## src/rtl/core/mbps_pkg.sv

```systemverilog
// Shared types and constants of the masked byte pattern scanner.
package mbps_pkg;

  // Default window depth, which is the longest supported pattern.
  localparam int unsigned MaxPatternDef = 16;

  localparam int unsigned CfgIdxW  = 3;
  localparam int unsigned CfgDataW = 64;
  localparam int unsigned PatternW = 128;
  localparam int unsigned MaskW    = 16;
  localparam int unsigned LenW     = 5;
  localparam int unsigned OccW     = 32;
  localparam int unsigned AddrW    = 64;

  typedef enum logic [CfgIdxW-1:0] {
    CFG_PATTERN_LOW  = 3'd0,
    CFG_PATTERN_HIGH = 3'd1,
    CFG_MASK         = 3'd2,
    CFG_LENGTH       = 3'd3,
    CFG_BASE         = 3'd4,
    CFG_OFFSET       = 3'd5,
    CFG_OCCURRENCE   = 3'd6
  } cfg_idx_e;

  // Settings the scan stage needs.
  typedef struct packed {
    logic [PatternW-1:0] pattern;
    logic [MaskW-1:0]    mask;
    logic [LenW-1:0]     length;
    logic [OccW-1:0]     occurrence;
  } scan_cfg_t;

  // One pending result of the scan stage.
  typedef struct packed {
    logic             found;
    logic [AddrW-1:0] start;
  } scan_res_t;

endpackage

```

## src/rtl/core/mbps_cfg_regs.sv

```systemverilog
// Configuration registers of the masked byte pattern scanner.
module mbps_cfg_regs (
  input  logic                       clk_i,
  input  logic                       rst_ni,
  input  logic                       cfg_we_i,
  input  logic [2:0]                 cfg_idx_i,
  input  logic [63:0]                cfg_wdata_i,
  output mbps_pkg::scan_cfg_t        cfg_o,
  output logic [63:0]                bias_o
);
  import mbps_pkg::*;

  logic [63:0] pat_lo_q, pat_hi_q, base_q, offset_q, bias_q;
  logic [15:0] mask_q;
  logic [4:0]  len_q;
  logic [31:0] occ_q;

  // The sum of base and offset is kept up to date on every write of either,
  // so the result path needs only one add.
  always_ff @(posedge clk_i or negedge rst_ni) begin
    if (!rst_ni) begin
      pat_lo_q <= '0;
      pat_hi_q <= '0;
      mask_q   <= '1;
      len_q    <= 5'd1;
      base_q   <= '0;
      offset_q <= '0;
      bias_q   <= '0;
      occ_q    <= '0;
    end else if (cfg_we_i) begin
      unique case (cfg_idx_e'(cfg_idx_i))
        CFG_PATTERN_LOW:  pat_lo_q <= cfg_wdata_i;
        CFG_PATTERN_HIGH: pat_hi_q <= cfg_wdata_i;
        CFG_MASK:         mask_q   <= cfg_wdata_i[MaskW-1:0];
        CFG_LENGTH:       len_q    <= cfg_wdata_i[LenW-1:0];
        CFG_BASE: begin
          base_q <= cfg_wdata_i;
          bias_q <= cfg_wdata_i + offset_q;
        end
        CFG_OFFSET: begin
          offset_q <= cfg_wdata_i;
          bias_q   <= base_q + cfg_wdata_i;
        end
        CFG_OCCURRENCE:   occ_q    <= cfg_wdata_i[OccW-1:0];
        default: ;
      endcase
    end
  end

  assign cfg_o.pattern    = {pat_hi_q, pat_lo_q};
  assign cfg_o.mask       = mask_q;
  assign cfg_o.length     = len_q;
  assign cfg_o.occurrence = occ_q;
  assign bias_o           = bias_q;

endmodule

```

## src/rtl/core/mbps_scan.sv

```systemverilog
// Input register, byte window, masked compare, match bookkeeping and result register.
module mbps_scan #(
  parameter int unsigned MaxPattern = mbps_pkg::MaxPatternDef
) (
  input  logic                  clk_i,
  input  logic                  rst_ni,
  input  mbps_pkg::scan_cfg_t   cfg_i,
  input  logic                  in_valid_i,
  output logic                  in_ready_o,
  input  logic [7:0]            in_byte_i,
  input  logic                  in_last_i,
  output logic                  res_valid_o,
  input  logic                  res_ready_i,
  output mbps_pkg::scan_res_t   res_o
);
  import mbps_pkg::*;

  localparam int unsigned IdxW = (MaxPattern > 1) ? $clog2(MaxPattern) : 1;

  logic            in_valid_q, in_last_q;
  logic [7:0]      in_byte_q;
  logic [7:0]      win_q [MaxPattern];
  logic [7:0]      win_d [MaxPattern];
  logic [63:0]     seen_q, seen_inc;
  logic [31:0]     matches_q;
  logic            reported_q;
  logic            res_valid_q;
  scan_res_t       res_q, res_d;
  logic            proc_ready, fire, long_enough, match, cand, hit, emit;
  logic [LenW-1:0] eff_len;

  assign proc_ready = !res_valid_q || res_ready_i;
  assign fire       = in_valid_q && proc_ready;
  assign in_ready_o = !in_valid_q || proc_ready;

  always_ff @(posedge clk_i or negedge rst_ni) begin
    if (!rst_ni) begin
      in_valid_q <= 1'b0;
    end else if (in_ready_o) begin
      in_valid_q <= in_valid_i;
    end
  end

  always_ff @(posedge clk_i) begin
    if (in_ready_o && in_valid_i) begin
      in_byte_q <= in_byte_i;
      in_last_q <= in_last_i;
    end
  end

  // Lengths out of range are clamped into one to MaxPattern.
  always_comb begin
    if (cfg_i.length == '0) begin
      eff_len = LenW'(1);
    end else if (cfg_i.length > LenW'(MaxPattern)) begin
      eff_len = LenW'(MaxPattern);
    end else begin
      eff_len = cfg_i.length;
    end
  end

  // Newest byte sits at position zero.
  always_comb begin
    win_d[0] = in_byte_q;
    for (int k = 1; k < MaxPattern; k++) begin
      win_d[k] = win_q[k-1];
    end
  end

  // Pattern byte i lines up with window position eff_len - 1 - i.
  always_comb begin
    logic [LenW-1:0] pos;
    match = 1'b1;
    for (int i = 0; i < MaxPattern; i++) begin
      pos = eff_len - LenW'(1) - LenW'(i);
      if ((LenW'(i) < eff_len) && cfg_i.mask[i] &&
          (win_d[pos[IdxW-1:0]] != cfg_i.pattern[8*i +: 8])) begin
        match = 1'b0;
      end
    end
  end

  assign seen_inc    = (&seen_q) ? seen_q : seen_q + 64'd1;
  assign long_enough = seen_inc >= {{(64-LenW){1'b0}}, eff_len};
  assign cand        = !reported_q && long_enough && match;
  assign hit         = cand && (matches_q == cfg_i.occurrence);
  assign emit        = hit || (in_last_q && !reported_q);

  assign res_d.found = hit;
  assign res_d.start = seen_inc - {{(64-LenW){1'b0}}, eff_len};

  always_ff @(posedge clk_i) begin
    if (fire) begin
      for (int k = 0; k < MaxPattern; k++) begin
        win_q[k] <= win_d[k];
      end
    end
  end

  // A final byte closes the buffer and clears the per-buffer counters.
  always_ff @(posedge clk_i or negedge rst_ni) begin
    if (!rst_ni) begin
      seen_q     <= '0;
      matches_q  <= '0;
      reported_q <= 1'b0;
    end else if (fire) begin
      if (in_last_q) begin
        seen_q     <= '0;
        matches_q  <= '0;
        reported_q <= 1'b0;
      end else begin
        seen_q <= seen_inc;
        if (cand && !hit) begin
          matches_q <= matches_q + 32'd1;
        end
        if (hit) begin
          reported_q <= 1'b1;
        end
      end
    end
  end

  always_ff @(posedge clk_i or negedge rst_ni) begin
    if (!rst_ni) begin
      res_valid_q <= 1'b0;
    end else if (proc_ready) begin
      res_valid_q <= fire && emit;
    end
  end

  always_ff @(posedge clk_i) begin
    if (fire && emit) begin
      res_q <= res_d;
    end
  end

  assign res_valid_o = res_valid_q;
  assign res_o       = res_q;

endmodule

```

## src/rtl/core/masked_byte_pattern_scanner.sv

```systemverilog
// Top level of the masked byte pattern scanner: ports, output register, checks.
//
// The scanner takes a buffer one byte per transfer, with tlast on the buffer's
// last byte, and compares a pattern of up to MaxPattern bytes, with a per-byte
// compare mask (a clear bit is a wildcard), against the window of the latest
// bytes. Overlapping matches are counted from zero; match number
// occurrence_index produces one transfer with tuser set and tdata holding the
// match's start offset within the buffer plus base_address plus
// address_offset, modulo 2^64. A buffer that ends without that match produces
// one transfer with tuser clear and tdata zero; other bytes produce nothing,
// and the byte window carries on across buffers. The block takes one byte
// every cycle unless the master side holds it off; the byte that causes a
// result passes the input register and the scan stage, and the result then
// the output register. That rate is set by the scan stage, which updates
// the window and match counters for one byte per cycle. Writes land on the
// clock edge at which cfg_we_i is high: register 0 and 1 hold pattern bytes
// 0-7 and 8-15 (byte 0 in bits 7:0), 2 the compare mask, 3 the pattern
// length, 4 the base address, 5 the signed address offset, 6 the occurrence
// index; index 7 is ignored. Writes belong between buffers or while the
// block holds no pending byte.
module masked_byte_pattern_scanner #(
  parameter int unsigned MaxPattern = mbps_pkg::MaxPatternDef
) (
  input  logic        clk_i,
  input  logic        rst_ni,
  // Configuration write port.
  input  logic        cfg_we_i,
  input  logic [2:0]  cfg_idx_i,
  input  logic [63:0] cfg_wdata_i,
  // Byte stream in.
  input  logic        s_axis_tvalid_i,
  output logic        s_axis_tready_o,
  input  logic [7:0]  s_axis_tdata_i,   // [7:0] data_byte
  input  logic        s_axis_tlast_i,   // final_byte
  // Result stream out.
  output logic        m_axis_tvalid_o,
  input  logic        m_axis_tready_i,
  output logic [63:0] m_axis_tdata_o,   // [63:0] match_address
  output logic        m_axis_tuser_o    // [0] found
);
  import mbps_pkg::*;

  scan_cfg_t   cfg;
  logic [63:0] bias;
  logic        res_valid, out_ready;
  scan_res_t   res;

  logic        out_valid_q, out_found_q;
  logic [63:0] out_addr_q;

  mbps_cfg_regs u_cfg (
    .clk_i       (clk_i),
    .rst_ni      (rst_ni),
    .cfg_we_i    (cfg_we_i),
    .cfg_idx_i   (cfg_idx_i),
    .cfg_wdata_i (cfg_wdata_i),
    .cfg_o       (cfg),
    .bias_o      (bias)
  );

  mbps_scan #(
    .MaxPattern (MaxPattern)
  ) u_scan (
    .clk_i       (clk_i),
    .rst_ni      (rst_ni),
    .cfg_i       (cfg),
    .in_valid_i  (s_axis_tvalid_i),
    .in_ready_o  (s_axis_tready_o),
    .in_byte_i   (s_axis_tdata_i),
    .in_last_i   (s_axis_tlast_i),
    .res_valid_o (res_valid),
    .res_ready_i (out_ready),
    .res_o       (res)
  );

  // The output register is free when empty or when its transfer completes,
  // so the scan stage keeps running while a result waits.
  assign out_ready = !out_valid_q || m_axis_tready_i;

  always_ff @(posedge clk_i or negedge rst_ni) begin
    if (!rst_ni) begin
      out_valid_q <= 1'b0;
    end else if (out_ready) begin
      out_valid_q <= res_valid;
    end
  end

  // The base plus offset is added here; a miss always reports address zero.
  always_ff @(posedge clk_i) begin
    if (out_ready && res_valid) begin
      out_found_q <= res.found;
      out_addr_q  <= res.found ? res.start + bias : '0;
    end
  end

  assign m_axis_tvalid_o = out_valid_q;
  assign m_axis_tdata_o  = out_addr_q;
  assign m_axis_tuser_o  = out_found_q;

`ifndef SYNTHESIS
  // Input backpressure only ever comes from a stalled, full output register.
  assert property (@(posedge clk_i) disable iff (!rst_ni)
    !s_axis_tready_o |-> (out_valid_q && !m_axis_tready_i))
    else $error("input stalled while the output side is free");

  // A not-found result always carries address zero.
  assert property (@(posedge clk_i) disable iff (!rst_ni)
    (out_valid_q && !out_found_q) |-> (out_addr_q == '0))
    else $error("not-found result with a nonzero address");

  // The output register fills only from a pending scan result.
  assert property (@(posedge clk_i) disable iff (!rst_ni)
    $rose(out_valid_q) |-> $past(res_valid))
    else $error("output became valid without a scan result");
`endif

endmodule

```

## config.mk

```make
export PLATFORM = sky130hd
export DESIGN_NAME = masked_byte_pattern_scanner
export DESIGN_NICKNAME = d
export VERILOG_FILES = /design/src/rtl/core/mbps_pkg.sv /design/src/rtl/core/mbps_cfg_regs.sv /design/src/rtl/core/mbps_scan.sv /design/src/rtl/core/masked_byte_pattern_scanner.sv
export SDC_FILE = /design/constraint.sdc
export NUM_CORES = 2
export LEC_CHECK = 0
export BUFFER_PORTS_ARGS = -buffer_cell sky130_fd_sc_hd__buf_2
export CAP_MARGIN = 15
export CORE_UTILIZATION = 30
export CTS_CLUSTER_SIZE = 12
export DETAILED_ROUTE_END_ITERATION = 7
export PLACE_DENSITY_LB_ADDON = 0.3
export SKIP_LAST_GASP = 1
export SYNTH_ARGS = -nofsm -noshare
export SYNTH_HDL_FRONTEND = slang
export SYNTH_SLANG_ARGS = --single-unit
```

## constraint.sdc

```tcl
create_clock -name clk_i -period 23.5 [get_ports clk_i]
set_input_delay 1.175 -clock clk_i [delete_from_list [all_inputs] [get_ports clk_i]]
set_output_delay 1.175 -clock clk_i [all_outputs]
set_load 0.01 [all_outputs]
```

==> impl_results.md <==
- Site row count: 143
- Crit. End Element: flop
- Worst path slowest cell: or4_4
- Crit path depth: 22
- First-pass GRT wire length: 219 mm
- Sequential fraction of the synthesis area: between 40% and 50%
- Final hold vios: 0
- Leakage power: between 15 and 20 nW
- Synth unique cells: 103
- Hold WS: 460 ps
- CTS max path bufs: 3
- Yosys warnings: 0
- Area Growth Syn to Fin: 12.6%
- Largest net degree at the start of global routing: 80
- Mapped cell area: between 40000 and 50000 um^2
- Met1 GRT Util: 25.7%
- Avg WL per Cell: 24.1 um
- Crit path time final: 8500 ps
- FILL cells: 15151
- Initial antenna violation count: 30
- Placed cell areas: 48900 um^2
- CORE AREA: 152000 um^2
- Setup repair bufs after CTS: 0
- Crit path DAT: 8800 ps
- CTS Hold Buffers Added: 0
- Drt initial violations: 3013
- GR peak layer: met2
- Worst-path clk slew: 60 ps
- Crit path capture: u_scan.res_o[58]
- Final #Nets: 4231
- Root buffer cell: clkbuf_16
- Status: finished clean
- Max-slew headroom: 28.6%
- Syn Inst Count: 3927
- Clock Skews: 36.6 ps
- Tcrit/Tclk final: roughly 36%
- Post-synth EDFFs: 259
- Worst path max stage delay: around 650 ps
- Drt via density: 5.44
- GRT Overall Usage: approximately a fifth
- Number of global-route vias before repair: ~32000
- Ports: 148
- Remaining Overflow, GRT: 0
- Die area: 155000 um^2
- Post-Route WL: 147 mm
- Worst min path class: primary input to async pin
- TritonCTS clock tree: yes
- Area of the multi-input gates: approximately 25000 um^2
- DR pass1 iterations: 6
- Synth Register Bits: 732
- Sink Count: 732
- Worst EP required: 23800 ps
- CP Cell Sequence: or4_4 > nand2_4 > inv_4 > ha_1 > buf_4 > clkinv_1 > ha_1 > nor3b_1 > o221ai_1 > o211ai_1 > xnor2_2 > buf_4 > mux4_2 > xnor2_1 > nand3_1 > nor4_1 > o22a_1 > nand4b_1 > nor4bb_1 > a21oi_1 > nor2_4 > buf_4
- VDD IR max: around 0.00006 V
- Total number of H-tree levels: 3
- Worst path bufs/invs: 5
- Async set or reset register ratio after synthesis: 64.6%
- Ys flop type: dfrtp_1
- Layout cells sized above 1: 26.0%
- Final Cell Area: about 52000 um^2
- Port Buffers: about 150
- Final worst slack: ~15000 ps
- Crit Path Class: flop to flop
- # Max-Cap Violations: 0
- GR Util met2: between 20 and 30%
- RSZ-0062 raised after global routing: false
- Finish-stage setup viols: 0
- Actual slew at the worst max-slew pin: between 1000 and 1500 ps
- Critical path fanouts, max: 65
- Syn avg cell area: 11.7 um^2
- Die width: 394 um
- Post-DRT Antenna Nets: 0
- CTS Buf Count: 85
- Max Clk Rate: 0.118 GHz
- Sequential cell area: ~20000 um^2
- Final HPWL DP: 110 mm
- Worst r2r path cells: 22
- Synthesized Nets: 4155
- Worst reg2reg setup slack: 15000 ps
- Critical Path Start Type: flop
- GR Layer Usage met3: 3.22%
- Most frequent CP cell: buf_4
- Worst path top cell family by delay: simple AND/OR/NAND/NOR gates
- Setup_tns: 0 ps
- Worst r2r dst: u_scan.res_o[58]
- Final Max Tran Viols: 0
- Gpl congestion: 0.936
- CTS resizes: 0
- DRC viols: 0
- Vias: 33249
- Setup crit start: u_cfg.len_q[4]
- Clk Latency, worst-skew pair: 700 ps
- Pwr dens: ~110 nW/um^2
- Worst R2R Start: u_cfg.len_q[4]
- Pre-CTS setup slack: 15110 ps
- Initial Utilization: between 30% and 40%
- Die Y: 394 um
[worst min-delay path by stage]
stage,start,endpoint,cells after the start
2_1_floorplan,u_cfg.bias_o[54],u_cfg.bias_o[54],2
3_3_place_gp,u_cfg.bias_o[15],u_cfg.bias_o[15],2
3_5_place_dp,u_cfg.bias_o[15],u_cfg.bias_o[15],2
4_1_cts,rst_ni,u_scan.in_valid_q,1
5_1_grt,rst_ni,u_scan.in_valid_q,1
6_report,rst_ni,u_scan.in_valid_q,1
[power breakdown]
part | internal (mW) | switching, mW
Combinational | 1.25 | 1.47
Sequential | 1.60 | 0.203
Clock | 0.810 | 0.572
Total | 3.66 | 2.25
[cells by family (layout without fill, tap and decap cells)]
family	Yosys count	after routing	share of synthesized area, %
adder cells (fa/ha/maj)	147	147	4.05
multiplexers	651	651	21.9
buffers and inverters	287	432	2.50
AND/OR/NAND/NOR	998	998	11.3
AO/OA/AOI/OAI	703	703	9.71
XOR/XNOR	409	409	7.87
flip-flops	732	732	42.7
other	0	8	0
[through the flow]
| step | util (%) | std cells | total power, mW |
|---|---|---|---|
| final | 34.1 | 6110 | 5.90 |
| after global routing | 34.1 | 6106 | 6.22 |
| after CTS | 34.0 | 6098 | 5.93 |
| after detailed placement | 32.1 | 5942 | 4.52 |
| after global placement | 32.1 | 5942 | 4.50 |
| after floorplan | - | 3927 | 3.73 |
[registers in the layout (all words and copies together), names as in the netlist, 64 cells and up]
| register | flops |
|---|---|
| u_scan.win_q | 120 |
| u_scan.res_o | 65 |
| m_axis_tdata_o | 64 |
| u_cfg.base_q | 64 |
| u_cfg.bias_o | 64 |
| u_cfg.offset_q | 64 |
| u_cfg.pat_hi_q | 64 |
| u_cfg.pat_lo_q | 64 |
| u_scan.seen_q | 64 |
[layout make-up]
type | instances | area share, %
antenna | 8 | 0.0386
clock buffer | 113 | 4.54
clock inverter | 43 | 1.01
inverter | 77 | 0.572
multi-input combinational | 2908 | 48.8
sequential | 732 | 37.9
tap | 2030 | 4.90
timing repair buffer | 199 | 2.20
[routing by layer]
layer | share of wire (%) | routed length (um)
met2 | 47 | 68700
met5 | 0.061 | 90
met3 | 6.2 | 9100
met1 | 44 | 64800
met4 | 3.0 | 4490
[cells in the mapped netlist, types with 17 or more instances]
library cell  instances  area share (%)
nand3_1             102             1.1
a21oi_1             150             1.6
clkbuf_1            161             1.3
mux2_2              374             9.2
o31ai_1              33            0.54
nor2_1              173             1.4
nor4_1               44            0.60
o21bai_1             24            0.39
nor2b_1              17            0.23
and2_1               25            0.34
nor3b_1              19            0.31
xor2_1              157             3.0
o21ai_1              25            0.27
nand2_1             310             2.5
a31oi_1              27            0.37
nand4_1              70            0.95
ha_1                144             3.9
nand2b_1             23            0.31
o21ai_0             203             2.2
nor4_2               21            0.57
buf_2                28            0.30
dfrtp_1             456              25
dfstp_2              17            0.97
o21a_1               23            0.38
edfxtp_1            259              17
mux2i_1              29            0.63
nor3_1               62            0.67
o211ai_1             19            0.31
and4_1               17            0.32
mux4_2              248              12
inv_1                70            0.57
and3_1               44            0.60
xnor2_1             248             4.7
a21o_1               79             1.3
[cell usage in the layout (no fill, tap or decap), types with 21 or more instances in the layout]
master     Yosys  final
xor2_1       157    157
nor2_1       173    171
o21ai_0      203    203
mux2_2       374    374
mux4_2       248    248
nand4_1       70     70
nor4_1        44     44
nor3_1        62     61
nand3_1      102    101
edfxtp_1     259    259
ha_1         144    144
nor4_2        21     21
nand2_1      310    307
inv_1         70     68
o21ai_1       25     25
and3_1        44     44
dfrtp_1      456    456
clkbuf_16      0     87
a31oi_1       27     27
nand2b_1      23     23
xnor2_1      248    248
o21a_1        23     23
o31ai_1       33     33
mux2i_1       29     29
a21oi_1      150    150
buf_2         28    146
and2_1        25     24
a21o_1        79     79
o21bai_1      24     24
buf_4          6     50
(Power assumes the default switching activity.)
